`src/dsf_pkg.sv`:
```
`timescale 1ns / 1ps
// ----------------------------------------------------------------------------
// dsf_pkg
// Types, line codes and step helpers shared by the packet framer modules.
// ----------------------------------------------------------------------------
package dsf_pkg;

    localparam logic [7:0] START_BYTE  = 8'h0F;
    localparam logic [7:0] END_BYTE    = 8'h04;
    localparam logic [7:0] ESCAPE_BYTE = 8'h05;

    typedef struct packed {
        logic [7:0] payload_byte;
        logic       packet_first;
        logic       packet_last;
    } t_in_item;

    typedef struct packed {
        logic [7:0] line_byte;
        logic       run_end;
    } t_out_item;

    // classified item handed from the front to the back
    typedef struct packed {
        logic [7:0] data;
        logic [7:0] check;
        logic       first;
        logic       last;
        logic       esc_data;
        logic       esc_check;
    } t_cmd;

    typedef enum logic [2:0] {
        ST_IDLE,
        ST_START0,
        ST_START1,
        ST_DATA_ESC,
        ST_DATA,
        ST_CHK_ESC,
        ST_CHK,
        ST_END
    } t_step;

    function automatic logic needs_escape(input logic [7:0] b);
        return (b == START_BYTE) || (b == END_BYTE) || (b == ESCAPE_BYTE);
    endfunction

    function automatic t_step data_step(input t_cmd c);
        return c.esc_data ? ST_DATA_ESC : ST_DATA;
    endfunction

    function automatic t_step first_step(input t_cmd c);
        return c.first ? ST_START0 : data_step(c);
    endfunction

    // true when this step puts out the last line byte of the item
    function automatic logic step_final(input t_step s, input t_cmd c);
        logic fin;
        fin = 1'b0;
        unique case (s)
            ST_DATA: fin = !c.last;
            ST_END:  fin = 1'b1;
            default: fin = 1'b0;
        endcase
        return fin;
    endfunction

    function automatic t_step step_after(input t_step s, input t_cmd c);
        t_step nxt;
        nxt = ST_IDLE;
        unique case (s)
            ST_START0:   nxt = ST_START1;
            ST_START1:   nxt = data_step(c);
            ST_DATA_ESC: nxt = ST_DATA;
            ST_DATA:     nxt = c.esc_check ? ST_CHK_ESC : ST_CHK;
            ST_CHK_ESC:  nxt = ST_CHK;
            ST_CHK:      nxt = ST_END;
            default:     nxt = ST_IDLE;
        endcase
        return nxt;
    endfunction

    function automatic logic [7:0] step_byte(input t_step s, input t_cmd c);
        logic [7:0] b;
        b = 8'h00;
        case (s) inside
            ST_START0, ST_START1:    b = START_BYTE;
            ST_DATA_ESC, ST_CHK_ESC: b = ESCAPE_BYTE;
            ST_DATA:                 b = c.data;
            ST_CHK:                  b = c.check;
            ST_END:                  b = END_BYTE;
            default:                 b = 8'h00;
        endcase
        return b;
    endfunction

endpackage

```
`src/dle_stuffed_packet_framer.sv`:
```
`timescale 1ns / 1ps
// first line byte of an item passes the queue, item register and output register
// throughput: one line byte per cycle when not stalled; an item causes 1 to 7
// line bytes, so unescaped mid-packet bytes run at one item per cycle
// the output register and the back-end sequencer set that pace
// reset: synchronous active low, clears the running sum, queue and output
// ----------------------------------------------------------------------------
// dle_stuffed_packet_framer
// Byte-stuffing packet framer with start/end bytes and a checksum trailer.
// ----------------------------------------------------------------------------
module dle_stuffed_packet_framer #(
    parameter int QUEUE_DEPTH = 4
) (
    input  logic               i_clk,
    input  logic               i_rst_n,
    input  logic               i_valid,
    input  dsf_pkg::t_in_item  i_in,
    output logic               o_stall,
    output logic               o_valid,
    output dsf_pkg::t_out_item o_out,
    input  logic               i_stall
);

    logic          push;
    logic          full;
    logic          pop;
    logic          avail;
    dsf_pkg::t_cmd front_cmd;
    dsf_pkg::t_cmd queue_cmd;

    dsf_front u_front (
        .i_clk   (i_clk),
        .i_rst_n (i_rst_n),
        .i_valid (i_valid),
        .i_in    (i_in),
        .o_stall (o_stall),
        .i_full  (full),
        .o_push  (push),
        .o_cmd   (front_cmd)
    );

    dsf_queue #(
        .DEPTH (QUEUE_DEPTH)
    ) u_queue (
        .i_clk   (i_clk),
        .i_rst_n (i_rst_n),
        .i_push  (push),
        .i_cmd   (front_cmd),
        .o_full  (full),
        .i_pop   (pop),
        .o_avail (avail),
        .o_cmd   (queue_cmd)
    );

    dsf_back u_back (
        .i_clk   (i_clk),
        .i_rst_n (i_rst_n),
        .i_avail (avail),
        .i_cmd   (queue_cmd),
        .o_pop   (pop),
        .o_valid (o_valid),
        .o_out   (o_out),
        .i_stall (i_stall)
    );

endmodule

```
`src/dsf_front.sv`:
```
`timescale 1ns / 1ps
// ----------------------------------------------------------------------------
// dsf_front
// Accepts payload bytes, keeps the running sum and classifies each byte.
// ----------------------------------------------------------------------------
module dsf_front (
    input  logic              i_clk,
    input  logic              i_rst_n,
    input  logic              i_valid,
    input  dsf_pkg::t_in_item i_in,
    output logic              o_stall,
    input  logic              i_full,
    output logic              o_push,
    output dsf_pkg::t_cmd     o_cmd
);

    logic [7:0] r_sum;
    logic [7:0] n_sum;
    logic [7:0] sum_base;
    logic [7:0] new_sum;
    logic [7:0] check;

    assign o_stall  = i_full;
    assign o_push   = i_valid && !i_full;

    // a first byte starts the sum afresh
    assign sum_base = i_in.packet_first ? 8'h00 : r_sum;
    assign new_sum  = sum_base + i_in.payload_byte;
    assign check    = 8'h00 - new_sum;

    always_comb begin
        o_cmd.data      = i_in.payload_byte;
        o_cmd.check     = check;
        o_cmd.first     = i_in.packet_first;
        o_cmd.last      = i_in.packet_last;
        o_cmd.esc_data  = dsf_pkg::needs_escape(i_in.payload_byte);
        o_cmd.esc_check = dsf_pkg::needs_escape(check);
    end

    always_comb begin
        n_sum = r_sum;
        if (o_push) begin
            n_sum = i_in.packet_last ? 8'h00 : new_sum;
        end
    end

    always_ff @(posedge i_clk) begin
        if (!i_rst_n) begin
            r_sum <= 8'h00;
        end else begin
            r_sum <= n_sum;
        end
    end

endmodule

```
`src/dsf_queue.sv`:
```
`timescale 1ns / 1ps
// ----------------------------------------------------------------------------
// dsf_queue
// Small first-in first-out queue of classified items between front and back.
// ----------------------------------------------------------------------------
module dsf_queue #(
    parameter int DEPTH = 4
) (
    input  logic          i_clk,
    input  logic          i_rst_n,
    input  logic          i_push,
    input  dsf_pkg::t_cmd i_cmd,
    output logic          o_full,
    input  logic          i_pop,
    output logic          o_avail,
    output dsf_pkg::t_cmd o_cmd
);

    localparam int PW = (DEPTH > 1) ? $clog2(DEPTH) : 1;
    localparam int CW = $clog2(DEPTH + 1);
    localparam logic [PW-1:0] LAST_PTR  = PW'(DEPTH - 1);
    localparam logic [CW-1:0] FULL_CNT  = CW'(DEPTH);

    dsf_pkg::t_cmd r_mem [DEPTH];
    logic [PW-1:0] r_wr;
    logic [PW-1:0] r_rd;
    logic [CW-1:0] r_cnt;
    logic          do_pop;

    assign o_full  = (r_cnt == FULL_CNT);
    assign o_avail = (r_cnt != '0);
    assign o_cmd   = r_mem[r_rd];
    assign do_pop  = i_pop && o_avail;

    always_ff @(posedge i_clk) begin
        if (i_push) begin
            r_mem[r_wr] <= i_cmd;
        end
    end

    always_ff @(posedge i_clk) begin
        if (!i_rst_n) begin
            r_wr  <= '0;
            r_rd  <= '0;
            r_cnt <= '0;
        end else begin
            if (i_push) begin
                r_wr <= (r_wr == LAST_PTR) ? '0 : r_wr + 1'b1;
            end
            if (do_pop) begin
                r_rd <= (r_rd == LAST_PTR) ? '0 : r_rd + 1'b1;
            end
            case ({i_push, do_pop})
                2'b10:   r_cnt <= r_cnt + 1'b1;
                2'b01:   r_cnt <= r_cnt - 1'b1;
                default: r_cnt <= r_cnt;
            endcase
        end
    end

endmodule

```
`src/dsf_back.sv`:
```
`timescale 1ns / 1ps
// ----------------------------------------------------------------------------
// dsf_back
// Steps through the line bytes of each queued item into an output register.
// ----------------------------------------------------------------------------
module dsf_back (
    input  logic               i_clk,
    input  logic               i_rst_n,
    input  logic               i_avail,
    input  dsf_pkg::t_cmd      i_cmd,
    output logic               o_pop,
    output logic               o_valid,
    output dsf_pkg::t_out_item o_out,
    input  logic               i_stall
);

    dsf_pkg::t_step     r_step;
    dsf_pkg::t_step     n_step;
    dsf_pkg::t_cmd      r_cur;
    dsf_pkg::t_cmd      n_cur;
    logic               r_out_valid;
    logic               n_out_valid;
    dsf_pkg::t_out_item r_out;
    dsf_pkg::t_out_item n_out;
    logic               load;
    logic               fin;

    assign load    = !r_out_valid || !i_stall;
    assign fin     = dsf_pkg::step_final(r_step, r_cur);
    assign o_valid = r_out_valid;
    assign o_out   = r_out;

    always_comb begin
        n_step      = r_step;
        n_cur       = r_cur;
        n_out       = r_out;
        n_out_valid = r_out_valid && i_stall;
        o_pop       = 1'b0;
        if (r_step == dsf_pkg::ST_IDLE) begin
            if (i_avail) begin
                o_pop  = 1'b1;
                n_cur  = i_cmd;
                n_step = dsf_pkg::first_step(i_cmd);
            end
        end else if (load) begin
            n_out_valid     = 1'b1;
            n_out.line_byte = dsf_pkg::step_byte(r_step, r_cur);
            n_out.run_end   = fin;
            if (fin) begin
                // take the next item straight away so items run without a gap
                if (i_avail) begin
                    o_pop  = 1'b1;
                    n_cur  = i_cmd;
                    n_step = dsf_pkg::first_step(i_cmd);
                end else begin
                    n_step = dsf_pkg::ST_IDLE;
                end
            end else begin
                n_step = dsf_pkg::step_after(r_step, r_cur);
            end
        end
    end

    always_ff @(posedge i_clk) begin
        if (!i_rst_n) begin
            r_step      <= dsf_pkg::ST_IDLE;
            r_out_valid <= 1'b0;
        end else begin
            r_step      <= n_step;
            r_out_valid <= n_out_valid;
        end
    end

    always_ff @(posedge i_clk) begin
        r_cur <= n_cur;
        r_out <= n_out;
    end

endmodule

```
`config.mk`:
```
export PLATFORM = sky130hd
export DESIGN_NAME = dle_stuffed_packet_framer
export DESIGN_NICKNAME = d
export VERILOG_FILES = /design/src/dsf_pkg.sv /design/src/dle_stuffed_packet_framer.sv /design/src/dsf_front.sv /design/src/dsf_queue.sv /design/src/dsf_back.sv
export SDC_FILE = /design/constraint.sdc
export NUM_CORES = 1
export LEC_CHECK = 0
export ABC_AREA = 0
export BUFFER_PORTS_ARGS = -buffer_cell sky130_fd_sc_hd__buf_2
export CORE_UTILIZATION = 68
export CTS_BUF_LIST = sky130_fd_sc_hd__clkbuf_2 sky130_fd_sc_hd__clkbuf_4 sky130_fd_sc_hd__clkbuf_8
export DETAILED_ROUTE_END_ITERATION = 10
export PLACE_DENSITY = 0.95
export SLEW_MARGIN = 10
export SYNTH_ARGS = -nofsm -noshare
export SYNTH_HDL_FRONTEND = slang
export SYNTH_SLANG_ARGS = --single-unit
```
`constraint.sdc`:
```
create_clock -name i_clk -period 8.78 [get_ports i_clk]
set_input_delay 2.634 -clock i_clk [delete_from_list [all_inputs] [get_ports i_clk]]
set_output_delay 2.634 -clock i_clk [all_outputs]
set_load 0.03 [all_outputs]
```
==> results.py, run 1 <==
metrics = {
    "synthesis": {
        "syn_nets": 396,
        "synth_top_area_share_pct": 57.92,
        "yosys-top-cells-count": "edfxtp_1, dfxtp_1, nor2_1, nor2b_1, mux4_2",
        "synth.avg_cell_area_um2": 15.42,
        "synth_flop_cell": "edfxtp_1",
        "netlist_area_um2": 5599,
        "syn_inst": 363,
        "yosys_warnings": 0,
        "async_reset_ff_share_pct": 0,
        "yosysMostFrequentCell": "edfxtp_1",
        "synth-seq-cells": 129,
        "synth_area_leaders": "edfxtp_1, mux4_2, dfxtp_1",
        "synth_cell_types": 51,
        "ys_seq_area_share_pct": 65.43,
        "synth-edff-count": 108,
        "synth_top_cell_by_area": "edfxtp_1",
    },
    "critical_path": {
        "cp_slowest_cell": "fa_1",
        "path_buf_inv": 2,
        "ff2ff_path_depth": 9,
        "cp_common_cell": "ha_1",
        "startpoint_type": "input pin",
        "r2r_slack_ns": 5.73,
        "crit_required_ns": 8.97,
        "crit_fanout": 12,
        "max_stage_delay_ns": 0.60,
        "path_cells": "buf_2, nor2b_1, ha_1, fa_1, inv_1, ha_1, xor2_1, nand3_1, nor4b_2",
        "arrival_ns": 5.11,
        "r2r-end": "u_queue.r_cnt[2]$_SDFFE_PN0P_",
        "cpLargestDelayFamily": "adder cells",
        "r2r_start": "u_back.r_step[1]$_SDFFE_PN0P_",
        "crit_type": "input pin to flip-flop",
        "worstSetupEndpointType": "flip-flop",
    },
    "detailed_routing": {
        "drcViolationCount": 0,
        "wl_per_cell_um": 21.50,
        "drt-initial-drc-count": 346,
        "antenna_left": 0,
        "dr.pass1.iters": 5,
        "viasPerCell": 6.404,
        "vias": 3311,
        "wl_um": 11120,
    },
    "global_routing": {
        "antenna_found_initial": 1,
        "globalRouteOverflowTotal": 0,
        "grt_use_total_pct": 29.35,
        "grt_pass1_wl_um": 17870,
        "grt_max_degree": 22,
        "grt_pass1_vias": 3360,
    },
    "min_path": {
        "whs_path_depth": 2,
        "whs_endpoint": "u_front.r_sum[7]$_SDFFE_PN0P_",
        "holdCritPathClass": "flip-flop to flip-flop",
        "hp-start": "u_front.r_sum[7]$_SDFFE_PN0P_",
    },
    "flow_run": {
        "cap_violations": 0,
    },
    "clock_network": {
        "path_clk_slew_ns": 0.07,
        "clk_latency_ns": 0.43,
        "ctsResizeCount": 0,
        "cts_root_buf": "clkbuf_8",
        "post_cts_buffers": 0,
        "cts_buffer_depth": 2,
        "numCtsBuffers": 17,
        "cts_tree": "built",
        "clock_sinks": 129,
        "htree_levels": 4,
        "ctsHoldBuffers": 0,
    },
    "sta": {
        "hold_viol_final": 0,
        "setup_viol": 0,
        "rsz0062_at_grt": "no",
        "max_freq_mhz": 203.2,
        "hold_slack_ns": 0.4650,
        "period_minus_slack_ns": 4.922,
        "slew_headroom_pct": 31.41,
        "slew_violations": 0,
        "worst_slack_ns": 3.858,
        "tightest_slew_ns": 1.027,
        "fin_tns_setup_ns": 0,
        "fin_skew_ns": 0.01138,
        "fin_crit_sh_pct": 56.06,
    },
    "die": {
        "initial_core_util_pct": 71.35,
        "core.rowCount": 32,
        "core_area_um2": 7848,
        "fp.dieH_um": 92.74,
        "die-area_um2": 8601,
        "ios": 25,
        "dieWidth_um": 92.74,
    },
    "placement": {
        "detailed_place.area_um2": 5846,
        "dpl.hpwl_um": 7456,
        "dp_slack_ns": 3.563,
        "portBuffers": 24,
        "gp_congestion": 0.8840,
    },
    "layout": {
        "nets": 434,
        "stdcell_area_um2": 6247,
        "drive_gt1_share_pct": 23.91,
        "synthToLayoutAreaGrowth_pct": 11.58,
        "fillCellCount": 427,
    },
    "pwr": {
        "ir_drop_uv": 134.8,
        "p_switching_w": 0.0006309,
        "pwr-share-clk_pct": 25.9,
        "combPwrFrac_pct": 26.6,
        "swShare_pct": 32.68,
        "p_leak_nw": 2.171,
        "p_seq_share_pct": 47.4,
        "power.density_nw_per_um2": 309.0,
        "p_int_w": 0.001299,
    },
    "run_status": {
        "status": "finished, final reports clean",
    },
}
-- final cells by class --
cell class	count	area, um2	area share (%)
Inverter	15	56.30	0.9013
Sequential cell	129	3664	58.64
Clock buffer	18	241.5	3.865
Tap cell	102	127.6	2.043
Timing Repair Buffer	30	165.2	2.644
Multi-Input combinational cell	208	1833	29.34
Clock inverter	14	157.7	2.524
Antenna cell	1	2.502	0.04006
-- cell families after synthesis --
group                      after synthesis  synth area share, %
DFF                                    129                65.43
buffers and inverters                   26                1.832
and+or+nand+nor                         85                8.715
muxes                                   28                9.475
AOI/OAI and AO/OA                       64                7.754
adders and majority gates               19                4.514
xor gates and xnor gates                12                2.279
-- power by group through the flow --
stage | registers (W) | logic (W) | clock network, W
after floorplan | 0.000934 | 0.000347 | 0
after global placement | 0.000913 | 0.000472 | 0
after CTS | 0.000916 | 0.000515 | 0.000510
after global routing | 0.000928 | 0.000557 | 0.000534
after detailed placement | 0.000928 | 0.000509 | 0
final | 0.000916 | 0.000514 | 0.000500
-- through the flow --
step | std cells | total power, W | util [%]
2_1_floorplan | 363 | 0.001281 | -
3_3_place_gp | 484 | 0.001385 | 74.49
3_5_place_dp | 484 | 0.001438 | 74.49
4_1_cts | 516 | 0.001941 | 79.58
5_1_grt | 516 | 0.002019 | 79.58
6_report | 517 | 0.001930 | 79.61
-- layer usage --
metal  vias to the layer above  global-route usage (%)  share of wire [%]
li1                       1478                       -                  -
met1                      1631                   36.45                 38
met2                       173                   48.09                 52
met3                        29                   7.718                7.1
met4                         0                   14.62                2.4
met5                         -                       0                  0
-- registers in the layout, indices dropped and copies added, names as in the netlist, named ones only --
signal	flops
u_queue.r_wr	2
u_back.r_step	3
u_back.o_out	9
u_back.r_cur	19
u_back.o_valid	1
u_queue.r_mem	80
u_front.r_sum	8
u_queue.r_rd	2
u_queue.r_cnt	3
-- worst max path at each step --
stage / start / endpoint / cells past startpoint
final: i_in[1] / u_queue.r_mem[1][0]$_DFFE_PP_ / 9
after global routing: i_in[1] / u_queue.r_mem[2][0]$_DFFE_PP_ / 9
after global placement: i_in[1] / u_queue.r_mem[0][0]$_DFFE_PP_ / 9
after CTS: i_in[1] / u_queue.r_mem[2][0]$_DFFE_PP_ / 9
after detailed placement: i_in[1] / u_queue.r_mem[0][0]$_DFFE_PP_ / 9
after floorplan: i_in[1] / u_queue.r_mem[0][0]$_DFFE_PP_ / 8
-- tightest hold or removal path: stages (launching register included) --
cell and delay [ns]:
dfxtp_1 0.31, nand2_1 0.05, a21boi_0 0.06
-- cells in the final DEF, fill, tap and decap left out, types with 3 or more instances in the layout --
cell	n
o211ai_1	3
inv_1	15
xnor2_1	6
mux4_2	20
a21oi_1	16
buf_4	6
or3_1	3
o21ai_0	15
nand2_1	6
a22oi_1	6
clkbuf_8	17
nor3_1	7
nor2_1	21
dfxtp_1	21
edfxtp_1	108
clkinv_4	5
a31oi_1	3
buf_2	24
nor2b_1	21
xor2_1	3
nand3_1	3
a21oi_2	3
nand2b_1	5
mux2i_1	8
nor3b_1	4
a211oi_1	3
a21boi_0	3
and2_1	3
ha_1	17
(Power assumes the default switching activity.)
==> run 2: changes to the inputs <==
--- a/config.mk
+++ b/config.mk
@@ -5,12 +5,12 @@
 export SDC_FILE = /design/constraint.sdc
 export NUM_CORES = 1
 export LEC_CHECK = 0
-export ABC_AREA = 0
+export ABC_AREA = 1
 export BUFFER_PORTS_ARGS = -buffer_cell sky130_fd_sc_hd__buf_2
-export CORE_UTILIZATION = 68
+export CORE_UTILIZATION = 64
 export CTS_BUF_LIST = sky130_fd_sc_hd__clkbuf_2 sky130_fd_sc_hd__clkbuf_4 sky130_fd_sc_hd__clkbuf_8
 export DETAILED_ROUTE_END_ITERATION = 10
-export PLACE_DENSITY = 0.95
+export PLACE_DENSITY = 0.91
 export SLEW_MARGIN = 10
 export SYNTH_ARGS = -nofsm -noshare
 export SYNTH_HDL_FRONTEND = slang
==> constraint.sdc (replaced) <==
create_clock -name i_clk -period 4.6 [get_ports i_clk]
set_input_delay 1.38 -clock i_clk [delete_from_list [all_inputs] [get_ports i_clk]]
set_output_delay 1.38 -clock i_clk [all_outputs]
set_load 0.03 [all_outputs]
==> results.py, run 2 <==
metrics = {
    "layout": {
        "largest_register_ffs": 80,
        "num_antenna_cells": 0,
        "stdcell_area_um2": 6346,
        "drive_gt1_share_pct": 15.80,
        "final_cell_mix": "edfxtp_1, nand2_1, nor2_1",
        "largest_register": "u_queue.r_mem",
        "final_common_cell": "edfxtp_1",
        "synthToLayoutAreaGrowth_pct": 11.37,
        "nets": 596,
    },
    "pwr": {
        "power.density_nw_per_um2": 584.2,
        "ir_drop_uv": 208.1,
        "p_leak_nw": 2.489,
    },
    "sta": {
        "tightest_slew_ns": 1.114,
        "max_freq_mhz": 294.6,
        "period_minus_slack_ns": 3.394,
        "fin_skew_ns": 0.009424,
        "slew_headroom_pct": 25.62,
        "fin_crit_sh_pct": 73.78,
        "hold_viol_final": 0,
        "slew_violations": 0,
        "rsz0062_at_grt": "no",
        "fin_tns_setup_ns": 0,
        "setup_viol": 0,
    },
    "critical_path": {
        "r2r_start": "u_front.r_sum[0]$_SDFFE_PN0P_",
        "worstSetupEndpointType": "flip-flop",
        "crit_required_ns": 4.86,
        "startpoint_type": "input pin",
        "crit_type": "input pin to flip-flop",
        "cpLargestDelayFamily": "adder cells",
        "cp_slowest_cell": "fa_1",
        "r2r-end": "u_queue.r_mem[0][0]$_DFFE_PP_",
        "r2r_slack_ns": 1.98,
        "ff2ff_path_depth": 16,
        "cp_common_cell": "nand2_1",
        "path_cells": "buf_2, nor2_1, ha_1, fa_1, inv_1, ha_1, inv_1, nor2_1, nand3_1, nor2_2, nand2_1, nand2_1, nand2_1, inv_2, nand2_1, nor2_2",
        "path_buf_inv": 4,
        "crit_fanout": 12,
        "arrival_ns": 3.66,
        "max_stage_delay_ns": 0.52,
    },
    "clock_network": {
        "ctsHoldBuffers": 0,
        "ctsResizeCount": 0,
        "clk_latency_ns": 0.43,
        "cts_buffer_depth": 2,
        "cts_root_buf": "clkbuf_8",
        "clock_sinks": 129,
        "cts_tree": "built",
        "numCtsBuffers": 17,
        "path_clk_slew_ns": 0.07,
        "htree_levels": 4,
        "post_cts_buffers": 0,
    },
    "detailed_routing": {
        "drcViolationCount": 0,
        "antenna_left": 0,
        "wl_um": 11990,
        "dr.pass1.iters": 5,
        "drt-initial-drc-count": 233,
        "wl_per_cell_um": 17.53,
        "viasPerCell": 5.835,
        "vias": 3991,
    },
    "run_status": {
        "status": "finished, final reports clean",
    },
    "die": {
        "dieWidth_um": 96.36,
        "initial_core_util_pct": 65.66,
        "die-area_um2": 9284,
        "core_area_um2": 8678,
        "core.rowCount": 34,
        "ios": 25,
        "fp.dieH_um": 96.36,
    },
    "synthesis": {
        "synth_area_leaders": "edfxtp_1, dfxtp_1, nand2_1",
        "syn_inst": 528,
        "synth_top_area_share_pct": 56.92,
        "synth_top_cell_by_area": "edfxtp_1",
        "synth.avg_cell_area_um2": 10.79,
        "yosys_warnings": 0,
        "synth_flop_cell": "edfxtp_1",
        "async_reset_ff_share_pct": 0,
        "netlist_area_um2": 5698,
        "synth_cell_types": 38,
        "syn_nets": 561,
        "yosys-top-cells-count": "edfxtp_1, nand2_1, nor2_1",
        "yosysMostFrequentCell": "edfxtp_1",
        "ys_seq_area_share_pct": 64.30,
        "synth-edff-count": 108,
        "synth-seq-cells": 129,
    },
    "placement": {
        "portBuffers": 24,
        "detailed_place.area_um2": 5942,
        "dpl.hpwl_um": 7639,
        "gp_congestion": 0.9498,
    },
    "global_routing": {
        "antenna_found_initial": 0,
        "grt_max_degree": 43,
        "top_usage_layer": "met2",
        "grt_use_met3_pct": 7.820,
        "grt_pass1_vias": 3944,
        "grtUsageMet1_pct": 32.51,
        "grt_pass1_wl_um": 18520,
        "globalRouteOverflowTotal": 0,
        "grt_use_total_pct": 28.11,
        "met2_usage_pct": 48.17,
    },
    "flow_run": {
        "cap_violations": 0,
    },
    "min_path": {
        "holdCritPathClass": "flip-flop to flip-flop",
        "hp-start": "u_front.r_sum[5]$_SDFFE_PN0P_",
        "whs_path_depth": 2,
        "whs_endpoint": "u_front.r_sum[5]$_SDFFE_PN0P_",
    },
}
run 2: cell types whose count changed after synthesis, sizes merged, moves of 6 or more:
| cell | delta |
|---|---|
| mux2i | -8 |
| o22ai | +17 |
| mux4 | -20 |
| xnor2 | -6 |
| o21ai | +40 |
| inv | +46 |
| nor2 | +44 |
| nand2 | +86 |
| a22oi | -6 |
| nor2b | -21 |
| nand3 | +26 |
run 2: worst max-delay path by stage:
stage,slack (ns),cells past startpoint,end,start
2_1_floorplan,1.08,15,u_queue.r_mem[0][0]$_DFFE_PP_,i_in[1]
3_3_place_gp,0.92,15,u_queue.r_mem[0][0]$_DFFE_PP_,i_in[1]
3_5_place_dp,0.82,15,u_queue.r_mem[0][0]$_DFFE_PP_,i_in[1]
4_1_cts,1.26,15,u_queue.r_mem[0][0]$_DFFE_PP_,i_in[1]
5_1_grt,1.01,16,u_queue.r_mem[0][0]$_DFFE_PP_,i_in[1]
6_report,1.21,16,u_queue.r_mem[0][0]$_DFFE_PP_,i_in[1]
run 2: cells by family (layout without fill, tap and decap cells):
kind of cell,Yosys count,after routing,share of synthesized area (%)
flip-flops,129,129,64.30
buffers and inverters,76,124,5.072
AO/OA/AOI/OAI,107,107,10.72
XOR/XNOR,3,3,0.4612
adder cells (fa/ha/maj),19,19,4.436
AND/OR/NAND/NOR,194,194,15.02
run 2: layout make-up:
| type | count | area (um2) |
|---|---|---|
| Sequential cell | 129 | 3664 |
| Fill cell | 540 | 2332 |
| Multi-Input combinational cell | 323 | 1745 |
| Clock buffer | 20 | 269.0 |
| Inverter | 62 | 232.7 |
| Timing Repair Buffer | 30 | 165.2 |
| Clock inverter | 12 | 135.1 |
| Tap cell | 108 | 135.1 |
run 2: where the power goes:
part | internal (W) | leakage [nW] | total [W] | switching [W]
clock | 0.000518 | 0.195 | 0.000961 | 0.000443
sequential | 0.00162 | 1.18 | 0.00172 | 0.000107
combinational | 0.000285 | 1.12 | 0.00102 | 0.000738
run 2: worst min-delay path, stage by stage (launching register included):
cell and delay [ns]:
dfxtp_1 0.31, nand2_1 0.06, a21oi_1 0.06
run 2: layer usage:
| metal | wire length [um] | share of wire [%] |
|---|---|---|
| met1 | 4567 | 38 |
| met2 | 6270 | 52 |
| met3 | 958 | 8.0 |
| met4 | 193 | 1.6 |
| met5 | 0 | 0 |
run 2: through the flow:
step | util [%] | instances | setup slack (ns) | total power (W) | hold WS (ns)
floorplan | - | 528 | 1.078 | 0.002449 | 0.4438
global placement | 68.47 | 652 | 0.9245 | 0.002675 | 0.4522
detailed placement | 68.47 | 652 | 0.8167 | 0.002743 | 0.4597
CTS | 73.13 | 684 | 1.256 | 0.003707 | 0.4698
global route | 73.13 | 684 | 1.007 | 0.003891 | 0.4906
finish | 73.13 | 684 | 1.206 | 0.003707 | 0.4707
==> run 3: changes to the inputs <==
--- a/config.mk
+++ b/config.mk
@@ -7,10 +7,10 @@
 export LEC_CHECK = 0
 export ABC_AREA = 1
 export BUFFER_PORTS_ARGS = -buffer_cell sky130_fd_sc_hd__buf_2
-export CORE_UTILIZATION = 64
+export CORE_UTILIZATION = 57
 export CTS_BUF_LIST = sky130_fd_sc_hd__clkbuf_2 sky130_fd_sc_hd__clkbuf_4 sky130_fd_sc_hd__clkbuf_8
 export DETAILED_ROUTE_END_ITERATION = 10
-export PLACE_DENSITY = 0.91
+export PLACE_DENSITY = 0.87
 export SLEW_MARGIN = 10
 export SYNTH_ARGS = -nofsm -noshare
 export SYNTH_HDL_FRONTEND = slang
==> constraint.sdc (replaced) <==
create_clock -name i_clk -period 2.9 [get_ports i_clk]
set_input_delay 0.87 -clock i_clk [delete_from_list [all_inputs] [get_ports i_clk]]
set_output_delay 0.87 -clock i_clk [all_outputs]
set_load 0.03 [all_outputs]
==> results.py, run 3 (synthesis gave the netlist of run 2 again) <==
metrics = {
    "min_path": {
        "holdCritPathClass": "flip-flop to flip-flop",
    },
    "layout": {
        "nets": 609,
        "fillCellCount": 667,
        "final_common_cell": "edfxtp_1",
        "num_antenna_cells": 0,
        "stdcell_area_um2": 6569,
        "seqCellArea_um2": 3664,
        "multi_input_area_um2": 1765,
        "fin_cells": 722,
        "final_cell_mix": "edfxtp_1, nand2_1, nor2_1",
        "largest_register_ffs": 80,
        "synthToLayoutAreaGrowth_pct": 15.28,
        "drive_gt1_share_pct": 18.51,
        "largest_register": "u_queue.r_mem",
    },
    "critical_path": {
        "cp_slowest_cell": "fa_1",
        "max_stage_delay_ns": 0.50,
        "crit_required_ns": 3.17,
        "worstSetupEndpointType": "flip-flop",
        "arrival_ns": 2.88,
        "crit_type": "input pin to flip-flop",
        "startpoint_type": "input pin",
        "path_buf_inv": 4,
        "crit_fanout": 5,
        "cpLargestDelayFamily": "simple AND/OR/NAND/NOR gates",
        "path_cells": "buf_2, nor2_2, ha_2, fa_1, inv_2, ha_4, inv_1, nor2_1, nand3_1, nor2_2, nand2_1, nand2_1, nand2_2, inv_2, nand2_1, nor2_2",
    },
    "sta": {
        "hold_viol_final": 0,
        "period_minus_slack_ns": 2.606,
        "slew_violations": 0,
        "setup_viol": 0,
        "tightest_slew_ns": 0.7563,
        "slew_headroom_pct": 49.40,
        "fin_crit_sh_pct": 89.85,
        "fin_tns_setup_ns": 0,
        "hold_slack_ns": 0.4649,
        "max_freq_mhz": 383.8,
        "fin_skew_ns": 0.01564,
        "rsz0062_at_grt": "no",
    },
    "global_routing": {
        "met2_usage_pct": 42.18,
        "grt_use_total_pct": 24.33,
        "grt_use_met3_pct": 5.404,
        "globalRouteOverflowTotal": 0,
        "grtUsageMet1_pct": 28.29,
        "grt_pass1_vias": 3928,
        "antenna_found_initial": 0,
        "grt_pass1_wl_um": 18590,
        "grt_max_degree": 42,
        "top_usage_layer": "met2",
    },
    "pwr": {
        "combPwrFrac_pct": 26.8,
        "power.density_nw_per_um2": 942.9,
        "p_leak_nw": 2.588,
        "p_seq_share_pct": 43.8,
        "p_int_w": 0.004156,
        "p_switching_w": 0.002038,
        "finalPower_w": 0.006194,
        "ir_drop_uv": 445.4,
        "pwr-share-clk_pct": 29.4,
        "swShare_pct": 32.90,
    },
    "placement": {
        "portBuffers": 24,
        "placed_cells": 690,
        "dpl.hpwl_um": 7362,
        "detailed_place.area_um2": 6091,
        "gp_congestion": 0.9686,
    },
    "clock_network": {
        "ctsHoldBuffers": 0,
        "clk_latency_ns": 0.45,
        "path_clk_slew_ns": 0.07,
        "numCtsBuffers": 17,
        "cts_root_buf": "clkbuf_8",
        "clock_sinks": 129,
        "cts_tree": "built",
        "htree_levels": 4,
        "ctsResizeCount": 0,
        "cts_buffer_depth": 2,
        "post_cts_buffers": 0,
    },
    "die": {
        "ios": 25,
        "fp.dieH_um": 102.0,
        "core.rowCount": 36,
        "dieWidth_um": 102.0,
        "initial_core_util_pct": 58.56,
        "die-area_um2": 10400,
        "core_area_um2": 9729,
    },
    "detailed_routing": {
        "antenna_left": 0,
        "vias": 4108,
        "dr.pass1.iters": 5,
        "wl_um": 11700,
        "viasPerCell": 5.690,
        "drt-initial-drc-count": 433,
        "drcViolationCount": 0,
        "wl_per_cell_um": 16.21,
    },
    "run_status": {
        "status": "finished, final reports clean",
    },
    "flow_run": {
        "cap_violations": 0,
    },
}
run 3: worst min-delay path: stages, from the launching register on:
cell and delay [ns]:
dfxtp_1 0.31, nand2_1 0.06, a21oi_1 0.05
run 3: path summary, 6_finish.rpt:
path | endpoint | slack, ns | depth (start not counted) | from
setup / recovery | u_queue.r_mem[0][0]$_DFFE_PP_ | 0.29 | 16 | i_in[1]
hold / removal | u_front.r_sum[6]$_SDFFE_PN0P_ | 0.46 | 2 | u_front.r_sum[6]$_SDFFE_PN0P_
setup reg to reg | u_queue.r_cnt[2]$_SDFFE_PN0P_ | 0.47 | 13 | u_back.r_step[2]$_SDFFE_PN0P_
hold reg to reg | u_front.r_sum[6]$_SDFFE_PN0P_ | 0.46 | 2 | u_front.r_sum[6]$_SDFFE_PN0P_
run 3: final cells by class:
type | count | area share, %
repair buffers | 43 | 4.000
clock inverters | 14 | 3.600
multi-input cells | 323 | 26.88
flip-flops and latches | 129 | 55.77
clock buffers | 18 | 3.676
inverters | 62 | 3.543
well taps | 133 | 2.533
run 3: metal layers:
layer	part of all wire [%]	vias up	wire (um)
li1	-	1928	-
met4	2.5	0	295
met2	52	204	6132
met5	0	-	0
met3	8.2	35	962
met1	37	1941	4311
run 3: power groups by stage:
stage	registers, W	logic [W]	clock network, W
5_1_grt	0.00275	0.00183	0.00190
3_3_place_gp	0.00272	0.00154	0
6_report	0.00271	0.00166	0.00182
4_1_cts	0.00271	0.00164	0.00183
3_5_place_dp	0.00274	0.00161	0
2_1_floorplan	0.00287	0.00102	0
run 3: metrics by stage:
stage               setup slack (ns)  utilization (%)
floorplan                   0.009076                -
global placement            0.002500            62.60
detailed placement          -0.07598            62.60
CTS                           0.3225            67.52
global route                  0.1309            67.52
finish                        0.2945            67.52
